## src/hdl/pvbe_pkg.sv

```systemverilog
package pvbe_pkg;

  // command codes
  localparam logic [2:0] CMD_OPCODE    = 3'd0;
  localparam logic [2:0] CMD_UNSIGNED  = 3'd1;
  localparam logic [2:0] CMD_SIGNED    = 3'd2;
  localparam logic [2:0] CMD_TAG_UNS   = 3'd3;
  localparam logic [2:0] CMD_TAG_SIGN  = 3'd4;
  localparam logic [2:0] CMD_FLOAT32   = 3'd5;
  localparam logic [2:0] CMD_FLOAT64   = 3'd6;

  // configuration register indexes
  localparam logic [1:0] CFG_FLOAT_TAG  = 2'd0;
  localparam logic [1:0] CFG_DOUBLE_TAG = 2'd1;

  // lead byte prefixes
  localparam logic [7:0] LEAD_1  = 8'h80;
  localparam logic [7:0] LEAD_2  = 8'hC0;
  localparam logic [7:0] LEAD_3  = 8'hE0;
  localparam logic [7:0] LEAD_4  = 8'hF0;
  localparam logic [7:0] LEAD_5  = 8'hF8;
  localparam logic [7:0] LEAD_6  = 8'hFC;
  localparam logic [7:0] LEAD_7  = 8'hFE;
  localparam logic [7:0] LEAD_8  = 8'hFF;

  // exponent biases including the mantissa width
  localparam logic [12:0] BIAS_F32 = 13'd150;
  localparam logic [12:0] BIAS_F64 = 13'd1075;

  // one byte group: lead byte then rest bytes of data, high byte first
  typedef struct packed {
    logic [7:0]  lead;
    logic [3:0]  rest;
    logic [63:0] data;
  } grp_t;

  // one queued item: one or two groups
  typedef struct packed {
    grp_t g0;
    grp_t g1;
    logic has1;
  } entry_t;

  // zigzag mapping of a two's complement word
  function automatic logic [63:0] zigzag64(input logic [63:0] v);
    return {v[62:0], 1'b0} ^ {64{v[63]}};
  endfunction

  // prefix varint group of an unsigned word
  function automatic grp_t uvar_group(input logic [63:0] x);
    grp_t g;
    g.data = x;
    priority if (x[63:7] == '0) begin
      g.lead = x[7:0];
      g.rest = 4'd0;
    end else if (x[63:14] == '0) begin
      g.lead = LEAD_1 | {2'b00, x[13:8]};
      g.rest = 4'd1;
    end else if (x[63:21] == '0) begin
      g.lead = LEAD_2 | {3'b000, x[20:16]};
      g.rest = 4'd2;
    end else if (x[63:28] == '0) begin
      g.lead = LEAD_3 | {4'b0000, x[27:24]};
      g.rest = 4'd3;
    end else if (x[63:35] == '0) begin
      g.lead = LEAD_4 | {5'b00000, x[34:32]};
      g.rest = 4'd4;
    end else if (x[63:42] == '0) begin
      g.lead = LEAD_5 | {6'b000000, x[41:40]};
      g.rest = 4'd5;
    end else if (x[63:49] == '0) begin
      g.lead = LEAD_6 | {7'b0000000, x[48]};
      g.rest = 4'd6;
    end else if (x[63:56] == '0) begin
      g.lead = LEAD_7;
      g.rest = 4'd7;
    end else begin
      g.lead = LEAD_8;
      g.rest = 4'd8;
    end
    return g;
  endfunction

  // opcode group, wide opcodes keep only the low 32 bits
  function automatic grp_t op_group(input logic [63:0] x);
    grp_t g;
    g.data = x;
    priority if (x[63:8] == '0 && x[7:5] != 3'b111) begin
      g.lead = x[7:0];
      g.rest = 4'd0;
    end else if (x[63:12] == '0) begin
      g.lead = LEAD_3 | {4'b0000, x[11:8]};
      g.rest = 4'd1;
    end else if (x[63:19] == '0) begin
      g.lead = LEAD_4 | {5'b00000, x[18:16]};
      g.rest = 4'd2;
    end else if (x[63:26] == '0) begin
      g.lead = LEAD_5 | {6'b000000, x[25:24]};
      g.rest = 4'd3;
    end else begin
      g.lead = LEAD_6;
      g.rest = 4'd4;
    end
    return g;
  endfunction

endpackage

```

## src/hdl/pvbe_front.sv

```systemverilog
module pvbe_front (
  input  logic             clk_i,
  input  logic             rst_ni,
  input  logic             req_valid_i,
  output logic             req_ready_o,
  input  logic [2:0]       command_i,
  input  logic [63:0]      value_i,
  input  logic [3:0]       tag_i,
  input  logic [3:0]       float_tag_i,
  input  logic [3:0]       double_tag_i,
  output logic             ent_valid_o,
  output pvbe_pkg::entry_t ent_o,
  input  logic             ent_ready_i
);
  import pvbe_pkg::*;

  logic        adv;
  logic        take;

  logic        s1_valid_q;
  logic [2:0]  s1_cmd_q;
  logic [63:0] s1_value_q;
  logic [3:0]  s1_tag_q;

  logic        s2_valid_q;
  logic [2:0]  s2_cmd_q;
  logic [63:0] s2_value_q;
  logic [3:0]  s2_tag_q;
  logic [52:0] s2_msh_q;
  logic [11:0] s2_ebase_q;
  logic        s2_is64_q;
  logic        s2_neg_q;

  logic        s3_valid_q;
  logic        s3_drop_q;
  logic        s3_op_q;
  logic        s3_has1_q;
  logic [63:0] s3_x0_q;
  logic [53:0] s3_x1_q;

  logic [3:0]  tag_sel;
  logic        is64;
  logic [52:0] mant;
  logic [10:0] expf;
  logic [55:0] mant56;
  logic [2:0]  kb;
  logic [52:0] msh;
  logic [11:0] ebase;

  logic [2:0]  jb;
  logic [52:0] m2;
  logic [12:0] e13;
  logic [13:0] zz14;
  logic [63:0] zzv;
  logic        drop_d;
  logic        op_d;
  logic        has1_d;
  logic [63:0] x0_d;
  logic [53:0] x1_d;

  // whole front moves together, stalls only when the queue is full
  assign adv         = !s3_valid_q || s3_drop_q || ent_ready_i;
  assign req_ready_o = adv;
  assign take        = req_valid_i && adv;

  // float modes take their tag from configuration
  always_comb begin
    if (command_i == CMD_FLOAT32) begin
      tag_sel = float_tag_i;
    end else if (command_i == CMD_FLOAT64) begin
      tag_sel = double_tag_i;
    end else begin
      tag_sel = tag_i;
    end
  end

  // stage one: mantissa split and trailing zero bytes
  always_comb begin
    is64 = (s1_cmd_q == CMD_FLOAT64);
    if (is64) begin
      mant = {1'b1, s1_value_q[51:0]};
      expf = s1_value_q[62:52];
    end else begin
      mant = {29'd0, 1'b1, s1_value_q[22:0]};
      expf = {3'b000, s1_value_q[30:23]};
    end
    mant56 = {3'b000, mant};
    kb = '0;
    for (int i = 6; i >= 0; i--) begin
      if (mant56[8*i +: 8] != 8'h00) kb = 3'(i);
    end
    msh   = mant >> {kb, 3'b000};
    ebase = {1'b0, expf} + {6'd0, kb, 3'b000};
  end

  // stage two: trailing zero bits, exponent and operand words
  always_comb begin
    jb = '0;
    for (int i = 7; i >= 0; i--) begin
      if (s2_msh_q[i]) jb = 3'(i);
    end
    m2   = s2_msh_q >> jb;
    e13  = {1'b0, s2_ebase_q} + {10'd0, jb} - (s2_is64_q ? BIAS_F64 : BIAS_F32);
    zz14 = {e13, 1'b0} ^ {14{e13[12]}};
    zzv  = zigzag64(s2_value_q);
    drop_d = 1'b0;
    op_d   = 1'b0;
    has1_d = 1'b0;
    x0_d   = s2_value_q;
    x1_d   = {m2, 1'b0} - {53'd0, s2_neg_q};
    unique case (s2_cmd_q)
      CMD_OPCODE:   op_d = 1'b1;
      CMD_UNSIGNED: x0_d = s2_value_q;
      CMD_SIGNED:   x0_d = zzv;
      CMD_TAG_UNS:  x0_d = {s2_value_q[59:0], s2_tag_q};
      CMD_TAG_SIGN: x0_d = {zzv[59:0], s2_tag_q};
      CMD_FLOAT32, CMD_FLOAT64: begin
        x0_d   = {46'd0, zz14, s2_tag_q};
        has1_d = 1'b1;
      end
      default:      drop_d = 1'b1;
    endcase
  end

  // stage valids
  always_ff @(posedge clk_i or negedge rst_ni) begin
    if (!rst_ni) begin
      s1_valid_q <= 1'b0;
      s2_valid_q <= 1'b0;
      s3_valid_q <= 1'b0;
      s3_drop_q  <= 1'b0;
    end else if (adv) begin
      s1_valid_q <= take;
      s2_valid_q <= s1_valid_q;
      s3_valid_q <= s2_valid_q;
      s3_drop_q  <= drop_d;
    end
  end

  // stage payloads
  always_ff @(posedge clk_i) begin
    if (adv) begin
      s1_cmd_q   <= command_i;
      s1_value_q <= value_i;
      s1_tag_q   <= tag_sel;
      s2_cmd_q   <= s1_cmd_q;
      s2_value_q <= s1_value_q;
      s2_tag_q   <= s1_tag_q;
      s2_msh_q   <= msh;
      s2_ebase_q <= ebase;
      s2_is64_q  <= is64;
      s2_neg_q   <= is64 ? s1_value_q[63] : s1_value_q[31];
      s3_op_q    <= op_d;
      s3_has1_q  <= has1_d;
      s3_x0_q    <= x0_d;
      s3_x1_q    <= x1_d;
    end
  end

  // group classification into the queue entry
  always_comb begin
    ent_o.g0   = s3_op_q ? op_group(s3_x0_q) : uvar_group(s3_x0_q);
    ent_o.g1   = uvar_group({10'd0, s3_x1_q});
    ent_o.has1 = s3_has1_q;
  end

  assign ent_valid_o = s3_valid_q && !s3_drop_q;

endmodule

```

## src/hdl/pvbe_fifo.sv

```systemverilog
module pvbe_fifo #(
  parameter int unsigned DEPTH = 4
) (
  input  logic             clk_i,
  input  logic             rst_ni,
  input  logic             push_i,
  input  pvbe_pkg::entry_t wdata_i,
  output logic             full_o,
  input  logic             pop_i,
  output pvbe_pkg::entry_t rdata_o,
  output logic             empty_o
);
  import pvbe_pkg::*;

  localparam int unsigned AW = (DEPTH > 1) ? $clog2(DEPTH) : 1;
  localparam int unsigned CW = $clog2(DEPTH + 1);

  entry_t          mem_q [DEPTH];
  logic [AW-1:0]   wr_ptr_q, wr_ptr_d;
  logic [AW-1:0]   rd_ptr_q, rd_ptr_d;
  logic [CW-1:0]   cnt_q, cnt_d;

  assign full_o  = (cnt_q == CW'(DEPTH));
  assign empty_o = (cnt_q == '0);
  assign rdata_o = mem_q[rd_ptr_q];

  // pointer and fill count update
  always_comb begin
    wr_ptr_d = wr_ptr_q;
    rd_ptr_d = rd_ptr_q;
    cnt_d    = cnt_q;
    if (push_i) begin
      wr_ptr_d = (wr_ptr_q == AW'(DEPTH - 1)) ? '0 : wr_ptr_q + AW'(1);
    end
    if (pop_i) begin
      rd_ptr_d = (rd_ptr_q == AW'(DEPTH - 1)) ? '0 : rd_ptr_q + AW'(1);
    end
    if (push_i && !pop_i) begin
      cnt_d = cnt_q + CW'(1);
    end else if (pop_i && !push_i) begin
      cnt_d = cnt_q - CW'(1);
    end
  end

  always_ff @(posedge clk_i or negedge rst_ni) begin
    if (!rst_ni) begin
      wr_ptr_q <= '0;
      rd_ptr_q <= '0;
      cnt_q    <= '0;
    end else begin
      wr_ptr_q <= wr_ptr_d;
      rd_ptr_q <= rd_ptr_d;
      cnt_q    <= cnt_d;
    end
  end

  // entry storage
  always_ff @(posedge clk_i) begin
    if (push_i) begin
      mem_q[wr_ptr_q] <= wdata_i;
    end
  end

endmodule

```

## src/hdl/pvbe_back.sv

```systemverilog
module pvbe_back (
  input  logic             clk_i,
  input  logic             rst_ni,
  input  logic             ent_valid_i,
  input  pvbe_pkg::entry_t ent_i,
  output logic             ent_pop_o,
  output logic             out_valid_o,
  input  logic             out_pop_i,
  output logic [7:0]       out_byte_o,
  output logic             last_o
);
  import pvbe_pkg::*;

  entry_t      ent_q;
  logic        busy_q, busy_d;
  logic        grp_q, grp_d;
  logic        at_lead_q, at_lead_d;
  logic [2:0]  cnt_q, cnt_d;
  logic        out_valid_q, out_valid_d;
  logic [7:0]  out_byte_q;
  logic        out_last_q;

  grp_t        cur;
  logic        final_grp;
  logic        grp_end;
  logic        step;
  logic        finish;
  logic [7:0]  byte_val;
  logic [3:0]  rest_m1;

  // current group and the byte it sends next
  assign cur       = grp_q ? ent_q.g1 : ent_q.g0;
  assign final_grp = grp_q || !ent_q.has1;
  assign grp_end   = at_lead_q ? (cur.rest == 4'd0) : (cnt_q == 3'd0);
  assign byte_val  = at_lead_q ? cur.lead : cur.data[{cnt_q, 3'b000} +: 8];
  assign rest_m1   = cur.rest - 4'd1;

  // a byte moves when the output register is free or being drained
  assign step      = busy_q && (!out_valid_q || out_pop_i);
  assign finish    = step && grp_end && final_grp;
  assign ent_pop_o = ent_valid_i && (!busy_q || finish);

  // byte sequencer
  always_comb begin
    busy_d    = busy_q;
    grp_d     = grp_q;
    at_lead_d = at_lead_q;
    cnt_d     = cnt_q;
    if (ent_pop_o) begin
      busy_d    = 1'b1;
      grp_d     = 1'b0;
      at_lead_d = 1'b1;
    end else if (finish) begin
      busy_d = 1'b0;
    end else if (step) begin
      if (grp_end) begin
        grp_d     = 1'b1;
        at_lead_d = 1'b1;
      end else if (at_lead_q) begin
        at_lead_d = 1'b0;
        cnt_d     = rest_m1[2:0];
      end else begin
        cnt_d = cnt_q - 3'd1;
      end
    end
  end

  // output register
  always_comb begin
    if (step) begin
      out_valid_d = 1'b1;
    end else if (out_pop_i) begin
      out_valid_d = 1'b0;
    end else begin
      out_valid_d = out_valid_q;
    end
  end

  always_ff @(posedge clk_i or negedge rst_ni) begin
    if (!rst_ni) begin
      busy_q      <= 1'b0;
      grp_q       <= 1'b0;
      at_lead_q   <= 1'b1;
      cnt_q       <= '0;
      out_valid_q <= 1'b0;
    end else begin
      busy_q      <= busy_d;
      grp_q       <= grp_d;
      at_lead_q   <= at_lead_d;
      cnt_q       <= cnt_d;
      out_valid_q <= out_valid_d;
    end
  end

  always_ff @(posedge clk_i) begin
    if (ent_pop_o) begin
      ent_q <= ent_i;
    end
    if (step) begin
      out_byte_q <= byte_val;
      out_last_q <= grp_end && final_grp;
    end
  end

  assign out_valid_o = out_valid_q;
  assign out_byte_o  = out_byte_q;
  assign last_o      = out_last_q;

endmodule

```

## src/hdl/prefix_varint_bytecode_encoder.sv

```systemverilog
// Variable-length byte encoder for opcodes, integers and float constants.
// Input side is a queue: drive command_i, value_i and tag_i and raise push;
// the request is taken on a clock edge where push is high and full is low.
// Output side is a queue too: while empty is low, out_byte_o and last_o show
// the oldest byte; raise pop to take it. last_o marks the final byte of a
// request. Command 7 produces no bytes.
// Configuration: cfg_valid_i/cfg_ready_o with cfg_index_i and cfg_data_i;
// index 0 is the float32 exponent tag, index 1 the float64 exponent tag.
// The first byte of a request passes the three front stages, the request
// queue, the byte sequencer register and the output register.
// Throughput: the byte sequencer sends one byte per cycle while pop keeps
// the output register free, for requests of 1 to 11 bytes; the front takes a
// request every cycle while the queue between front and sequencer has room.
// Reset clears all queues and sets both tags to zero; empty is high.
// When pop stays low the output byte holds, the sequencer stops, the queue
// fills and then full rises until bytes are taken again.
module prefix_varint_bytecode_encoder #(
  parameter int unsigned FIFO_DEPTH = 4
) (
  input  logic        clk_i,
  input  logic        rst_ni,
  input  logic        push,
  output logic        full,
  input  logic [2:0]  command_i,
  input  logic [63:0] value_i,
  input  logic [3:0]  tag_i,
  output logic        empty,
  input  logic        pop,
  output logic [7:0]  out_byte_o,
  output logic        last_o,
  input  logic        cfg_valid_i,
  output logic        cfg_ready_o,
  input  logic [1:0]  cfg_index_i,
  input  logic [3:0]  cfg_data_i
);
  import pvbe_pkg::*;

  logic [3:0] float_tag_q;
  logic [3:0] double_tag_q;

  logic       front_ready;
  logic       ent_valid;
  entry_t     ent_front;
  entry_t     ent_fifo;
  logic       fifo_push;
  logic       fifo_full;
  logic       fifo_empty;
  logic       fifo_pop;
  logic       out_valid;

  // configuration registers
  assign cfg_ready_o = 1'b1;

  always_ff @(posedge clk_i or negedge rst_ni) begin
    if (!rst_ni) begin
      float_tag_q  <= '0;
      double_tag_q <= '0;
    end else if (cfg_valid_i) begin
      unique case (cfg_index_i)
        CFG_FLOAT_TAG:  float_tag_q  <= cfg_data_i;
        CFG_DOUBLE_TAG: double_tag_q <= cfg_data_i;
        default: ;
      endcase
    end
  end

  // front: accept and classify
  pvbe_front u_front (
    .clk_i        (clk_i),
    .rst_ni       (rst_ni),
    .req_valid_i  (push),
    .req_ready_o  (front_ready),
    .command_i    (command_i),
    .value_i      (value_i),
    .tag_i        (tag_i),
    .float_tag_i  (float_tag_q),
    .double_tag_i (double_tag_q),
    .ent_valid_o  (ent_valid),
    .ent_o        (ent_front),
    .ent_ready_i  (!fifo_full)
  );

  assign full      = !front_ready;
  assign fifo_push = ent_valid && !fifo_full;

  // request queue between front and sequencer
  pvbe_fifo #(
    .DEPTH (FIFO_DEPTH)
  ) u_fifo (
    .clk_i   (clk_i),
    .rst_ni  (rst_ni),
    .push_i  (fifo_push),
    .wdata_i (ent_front),
    .full_o  (fifo_full),
    .pop_i   (fifo_pop),
    .rdata_o (ent_fifo),
    .empty_o (fifo_empty)
  );

  // back: byte sequencer and output register
  pvbe_back u_back (
    .clk_i       (clk_i),
    .rst_ni      (rst_ni),
    .ent_valid_i (!fifo_empty),
    .ent_i       (ent_fifo),
    .ent_pop_o   (fifo_pop),
    .out_valid_o (out_valid),
    .out_pop_i   (pop),
    .out_byte_o  (out_byte_o),
    .last_o      (last_o)
  );

  assign empty = !out_valid;

  // queue never written when full
  a_no_overflow: assert property (@(posedge clk_i) disable iff (!rst_ni)
    fifo_push |-> !fifo_full)
    else $error("request queue written while full");

  // sequencer only loads from a filled queue
  a_no_underflow: assert property (@(posedge clk_i) disable iff (!rst_ni)
    fifo_pop |-> !fifo_empty)
    else $error("request queue read while empty");

  // input stalls only because the queue is full
  a_full_cause: assert property (@(posedge clk_i) disable iff (!rst_ni)
    full |-> fifo_full)
    else $error("input stalled without a full queue");

endmodule

```

## config.mk

```make
export PLATFORM = sky130hd
export DESIGN_NAME = prefix_varint_bytecode_encoder
export DESIGN_NICKNAME = d
export VERILOG_FILES = /design/src/hdl/pvbe_pkg.sv /design/src/hdl/pvbe_front.sv /design/src/hdl/pvbe_fifo.sv /design/src/hdl/pvbe_back.sv /design/src/hdl/prefix_varint_bytecode_encoder.sv
export SDC_FILE = /design/constraint.sdc
export NUM_CORES = 1
export LEC_CHECK = 0
export BUFFER_PORTS_ARGS = -buffer_cell sky130_fd_sc_hd__buf_4
export CORE_MARGIN = 5
export CORE_UTILIZATION = 30
export CTS_BUF_LIST = sky130_fd_sc_hd__clkbuf_4 sky130_fd_sc_hd__clkbuf_8
export DETAILED_ROUTE_END_ITERATION = 8
export SETUP_SLACK_MARGIN = 0.1
export SYNTH_ARGS = -nofsm -noshare
export SYNTH_HDL_FRONTEND = slang
export SYNTH_HIERARCHICAL = 1
export SYNTH_SLANG_ARGS = --single-unit
```

## constraint.sdc

```tcl
create_clock -name clk_i -period 15.3 [get_ports clk_i]
set_input_delay 3.825 -clock clk_i [delete_from_list [all_inputs] [get_ports clk_i]]
set_output_delay 3.825 -clock clk_i [all_outputs]
set_load 0.01 [all_outputs]
```

# [Word-level counts from Yosys, hierarchy flattened]
# Memory sizes are Yosys's and may differ from the RTL's. A register that Yosys moved wholly into a read port is not among the register bits.
# Index checks and enable logic that the tools add are counted.
[word_totals] in_bits=82 mem_count=1 mem_bits_rw=572 elab_cells=201 out_inout_bits=12 ff_bits=428
[memory_table] memory="u_fifo.mem_q" words=4 width=143 rd=1 rd_ports_with_merged_regs=1 write_ports=1 line="pvbe_fifo.sv:18" text="entry_t mem_q [DEPTH];"
[op_classes] n_reduce_logical=69 eq_ne=15 addsub=10 muxes=67 n_bitwise=5 shift=3
[op_table] op="$pmux W64 S4" count=1
[op_table] op="$mux W12" count=16
[op_table] op="$mux W76" count=2
[op_table] op="$shiftx A64 B7 Y8" count=1
[op_table] op="$xor A64 B64 Y64" count=1
[op_table] op="$logic_not A57 Y1" count=1
[op_table] op="$logic_not A56 Y1" count=1
[op_table] op="$mux W3" count=18
[op_table] op="$sub A54 B1 Y54" count=1
[op_table] op="$mux W53" count=1
[op_table] op="$shr A53 B3 Y53" count=1
[op_table] op="$shr A53 B6 Y53" count=1
[op_table] op="$logic_not A52 Y1" count=1
[op_table] op="$logic_not A50 Y1" count=1
[op_table] op="$reduce_bool A8 Y1" count=6
[op_table] op="$logic_not A47 Y1" count=1
[op_table] op="$logic_not A45 Y1" count=1
[op_table] op="$logic_not A43 Y1" count=1
[op_table] op="$logic_not A40 Y1" count=1
[op_table] op="$logic_not A38 Y1" count=1
[op_table] op="$logic_not A36 Y1" count=1
[op_table] op="$logic_not A33 Y1" count=1
[op_table] op="$logic_not A29 Y1" count=1
[op_table] op="$logic_not A26 Y1" count=1
[op_table] op="42 further kinds" count=107

# [Longest topological paths before layout]
[depth] word_depth=12 ltp_mapped=24 mapped_depth_nobuf=19

# [Cells and area by module]
# Netlist, hierarchy kept.
[by_module_without_submodules] module="pvbe_fifo" instances=1 area_each_um2=22455.3 seq_area_each_um2=18552.8 cells_per_inst=836
[by_module_without_submodules] module="pvbe_front" instances=1 area_each_um2=19799.0 seq_area_each_um2=9979.6 cells_per_inst=1871
[by_module_without_submodules] module="pvbe_back" instances=1 area_each_um2=6545.0 seq_area_each_um2=5041.1 cells_per_inst=307
[by_module_without_submodules] module="prefix_varint_bytecode_encoder" instances=1 area_each_um2=349.1 seq_area_each_um2=200.2 cells_per_inst=25

# [Least setup slack after synthesis]
# OpenSTA, ideal clock, no wires.
[synth_path] kind="register -> output" start="reg u_fifo.cnt_q[2]" end="out full" setup_slack_ps=3724 path_stages_with_launch=6 arrival_time_ps=7751 required_time_ps=11475 path_buffers=0 path_cell_list="dfrtp_1 nor3b_1 inv_1 nor2b_1 inv_1 inv_1"
[synth_via] elab_chain_len=4
[synth_lines] item="start, declared" line="pvbe_fifo.sv:21" text="logic [CW-1:0] cnt_q, cnt_d;"
[synth_lines] item="start signal, assigned" line="pvbe_fifo.sv:53" text="cnt_q <= cnt_d;"
[synth_lines] item="$eq A3 B3 Y1" line="pvbe_fifo.sv:23" text="assign full_o = (cnt_q == CW'(DEPTH));"
[synth_lines] item="named net fifo_full" line="prefix_varint_bytecode_encoder.sv:46" text="logic fifo_full;"
[synth_lines] item="$logic_not A1 Y1" line="prefix_varint_bytecode_encoder.sv:80" text=".ent_ready_i (!fifo_full)"
[synth_lines] item="$logic_or A1 B1 Y1" line="pvbe_front.sv:62" text="assign adv = !s3_valid_q || s3_drop_q || ent_ready_i;"
[synth_lines] item="named net front_ready" line="prefix_varint_bytecode_encoder.sv:41" text="logic front_ready;"
[synth_lines] item="$logic_not A1 Y1" line="prefix_varint_bytecode_encoder.sv:83" text="assign full = !front_ready;"
[synth_lines] item="end, declared" line="prefix_varint_bytecode_encoder.sv:23" text="output logic full,"
# The timed path passes the listed nets, and every way through them passes these cells.

# [Final worst setup path]
[layout_path] start="reg u_fifo.cnt_q[0]" end="out full"
# Same word-level chain as after synthesis.

==> impl_results.md <==
* Status: complete, no violations
* Ratio of cells with drive above 1 in the final layout at 22.2%
* Remaining antenna violation count at 0
* Number of fill cells at roughly 15000
* CP Class: reg -> out
* Clk Latency, worst-skew pair at 0.89 ns
* Worst path arrival time at 2.57 ns
* Worst hold path type: reg -> reg
* Syn Area/Cell at 16.2 µm²
* Sw frac at 34.8%
* H-tree levels at 4
* DRC violations left at 0
* Total die area at roughly 170000 µm²
* Crit path max fanout at roughly 100
* Largest net degree at the start of global routing at 123
* Final clock skew at 0.0444 ns
* PortBufs at 92
* Post-synth EDFFs at ~1100
* Io pins at 94
* Share of power burned in registers at 49.3%
* Endpoint type of the worst setup path: primary output
* Multi-input gate area at ~14000 µm²
* Pins Over Slew Limit at 0
* TritonCTS clock tree: yes
* RSZ-0062 raised after global routing: no
* Pint at 0.00741 W
* First-pass GRT wire length at 187000 µm
* Routed len/inst at 23.3 µm
* Fin area at 55500 µm²
* Layout area overhead at 12.9%
* Yosys warnings at 6
* Register Area at 33800 µm²
* Clock power frac at 21.9%
* Final setup TNS at 0 ns
* Synth top area cells: edfxtp_1 (67%), mux4_2 (8.5%), o21ai_0 (1.4%), nand2_1 (1.3%), dfrtp_1 (1.3%)
* Relative slew slack at 12.0%
* # nets final at approximately 3300
* Worst R2R Path Depth at 20
* Clock buffer depth at 3
* Pin slew with the least headroom to its limit at 1.31 ns
* Total congestion overflow at 0
* Sequential share of the synthesized area at between 60% and 70%
* Drt pass-1 iters at 6
* Startpoint type of the worst setup path: register
* # clock sinks at 1129
* Iter 0 DRT Violations at around 3700
* Hold buffer count at CTS at 0
* Fmax at 156 MHz
* Final wirelength at 127000 µm
* Synth Instances at 3039
* Fin crit period at 6.40 ns
* Die height at 415 µm
* DIE WIDTH at slightly above 400 µm
* End point of the critical path: full
* Via Count at 29000
* Worst VDD drop at 0.000127 V
* Total GRT Usage at 14.3%
* RR Startpoint: u_front/s2_msh_q[5]
* Part of the cycle the worst path needs at approximately two fifths
* # rows at 148
* Netlist Area Pre-Place at 49100 µm²
* Num CTS Buffers at 173
* Max-cap viol count at 0
* Top cell type's share of synthesized area at 67.4%
* Initial antenna violation count at 4
* Vias in the first global route at 27700
* Vias per Instance at 5.31
* Reg2Reg Setup Slack at 8.96 ns
* Final Hold Viols at 0
* Leakage at 18.3 nW
* Ys async rst share at 2.30%
* Core Area at roughly 160000 µm²
* Post-CTS Resized at 0
* Top cells by count, synth: edfxtp_1 (1103), mux4_2 (186), nand2_1 (175)
* Clock root cell: clkbuf_8
* Pwr dens at around 200 nW/µm²
* DP HPWL at 84600 µm
* Routability Congestion at between 0.8 and 0.9
* CP required at 11.48 ns
* Beginning of the critical path: u_fifo/cnt_q[0]
* Setup violators final at 0
* Part of the power in combinational logic at around 29%
* Post-synth top area cell: edfxtp_1
* Synth unique cells at roughly 100
* P_sw at 0.00396 W
* Placed Area at roughly 52000 µm²
* Hold slack at 0.421 ns
* Clock-pin slew on the worst setup and hold paths at 0.06 ns
* RR Endpoint: u_front/s3_x0_q[9]
* Post-CTS Setup Bufs at 0
* Ys flop type: edfxtp_1
* Most frequent cell after synthesis: edfxtp_1
* Starting Density at 30.2%
* Synth Register Bits at 1129
## worst max-delay path: stages, from the launching register on
cell and delay, ns:
dfrtp_1 0.43, nor3b_1 0.29, inv_1 0.07, nor2b_1 0.11, buf_4 0.23, inv_8 0.22
inv_1 0.13, buf_4 0.13
## registers in the layout, summed over array words and instances (netlist names), 2 cells and up
name	flops
u_fifo/rd_ptr_q	2
u_fifo/mem_q	612
u_fifo/wr_ptr_q	2
u_fifo/cnt_q	3
u_back/cnt_q	3
u_front/s1_cmd_q	3
u_front/s3_x1_q	54
double_tag_q	4
u_front/s3_x0_q	64
float_tag_q	4
u_front/s2_value_q	64
u_front/s1_value_q	64
u_front/s2_ebase_q	12
u_front/s2_cmd_q	3
u_front/s2_msh_q	53
u_back/ent_q	153
u_front/s1_tag_q	4
u_back/out_byte_o	8
u_front/s2_tag_q	4
## routing by layer
| metal | routed length, µm | GRT usage (%) | up-vias |
|---|---|---|---|
| met5 | 0 | 0 | - |
| met4 | 3670 | 4.64 | 0 |
| met3 | 10500 | 3.03 | 226 |
| met2 | 57000 | 21.3 | 1396 |
| met1 | 56100 | 20.9 | 14700 |
| li1 | - | - | 12700 |
## cells in the final DEF, fill, tap and decap left out, drive strengths merged, types with 26 or more instances in the layout
cell type / count
a221oi: 66
nor3: 47
a22oi: 80
xor2: 37
o221a: 49
a21oi: 86
buf: 135
clkinv: 60
a32oi: 28
nor4: 32
nor2: 118
inv: 72
a2111oi: 26
o21ai: 142
xnor2: 49
mux2i: 60
nand2: 175
clkbuf: 236
a211oi: 28
nand3: 48
mux4: 186
edfxtp: 1103
ha: 27
## worst min-delay path by stage
| stage | slack, ns | depth (start not counted) | endpoint | from |
|---|---|---|---|---|
| 6_report | 0.42 | 0 | u_front/s2_tag_q[0] | u_front/s1_tag_q[0] |
| 5_1_grt | 0.43 | 0 | u_front/s2_tag_q[1] | u_front/s1_tag_q[1] |
| 4_1_cts | 0.42 | 0 | u_front/s2_tag_q[1] | u_front/s1_tag_q[1] |
| 3_5_place_dp | 0.41 | 0 | u_front/s2_tag_q[1] | u_front/s1_tag_q[1] |
| 3_3_place_gp | 0.41 | 0 | u_front/s2_tag_q[2] | u_front/s1_tag_q[2] |
| 2_1_floorplan | 0.40 | 0 | u_front/s2_tag_q[0] | u_front/s1_tag_q[0] |
## cell type report
class,count,share of cell area [%]
antenna,2,0.00902
sequential,1129,60.9
multi-input combinational,1651,25.7
tap,2175,4.91
inverter,65,0.453
clock inverter,75,0.988
clock buffer,236,5.20
timing repair buffer,135,1.85
## power groups by stage
stage,registers [W],logic (W),clock network (W)
after CTS,0.00559,0.00329,0.00256
after floorplan,0.00525,0.00244,0
after detailed placement,0.00565,0.00328,0
after global routing,0.00569,0.00353,0.00271
final,0.00561,0.00327,0.00249
after global placement,0.00561,0.00327,0
## metrics by stage
step / cells / worst slack [ns] / utilization (%) / total power, W
2_1_floorplan: 3049 / 3.72 / - / 0.00769
3_3_place_gp: 5155 / 9.12 / 32.0 / 0.00888
3_5_place_dp: 5155 / 9.05 / 32.0 / 0.00894
4_1_cts: 5466 / 8.83 / 34.1 / 0.0115
5_1_grt: 5466 / 8.53 / 34.1 / 0.0119
6_report: 5468 / 8.90 / 34.1 / 0.0114
## cell families after synthesis
| kind of cell | share of synthesized area (%) |
|---|---|
| other | 0.0153 |
| adder cells (fa/ha/maj) | 0.850 |
| XOR/XNOR | 1.53 |
| AO/OA/AOI/OAI | 10.3 |
| multiplexers | 10.4 |
| buffers and inverters | 2.48 |
| AND/OR/NAND/NOR | 5.69 |
| flip-flops | 68.7 |
No activity file was read; power rests on OpenSTA's default activity.
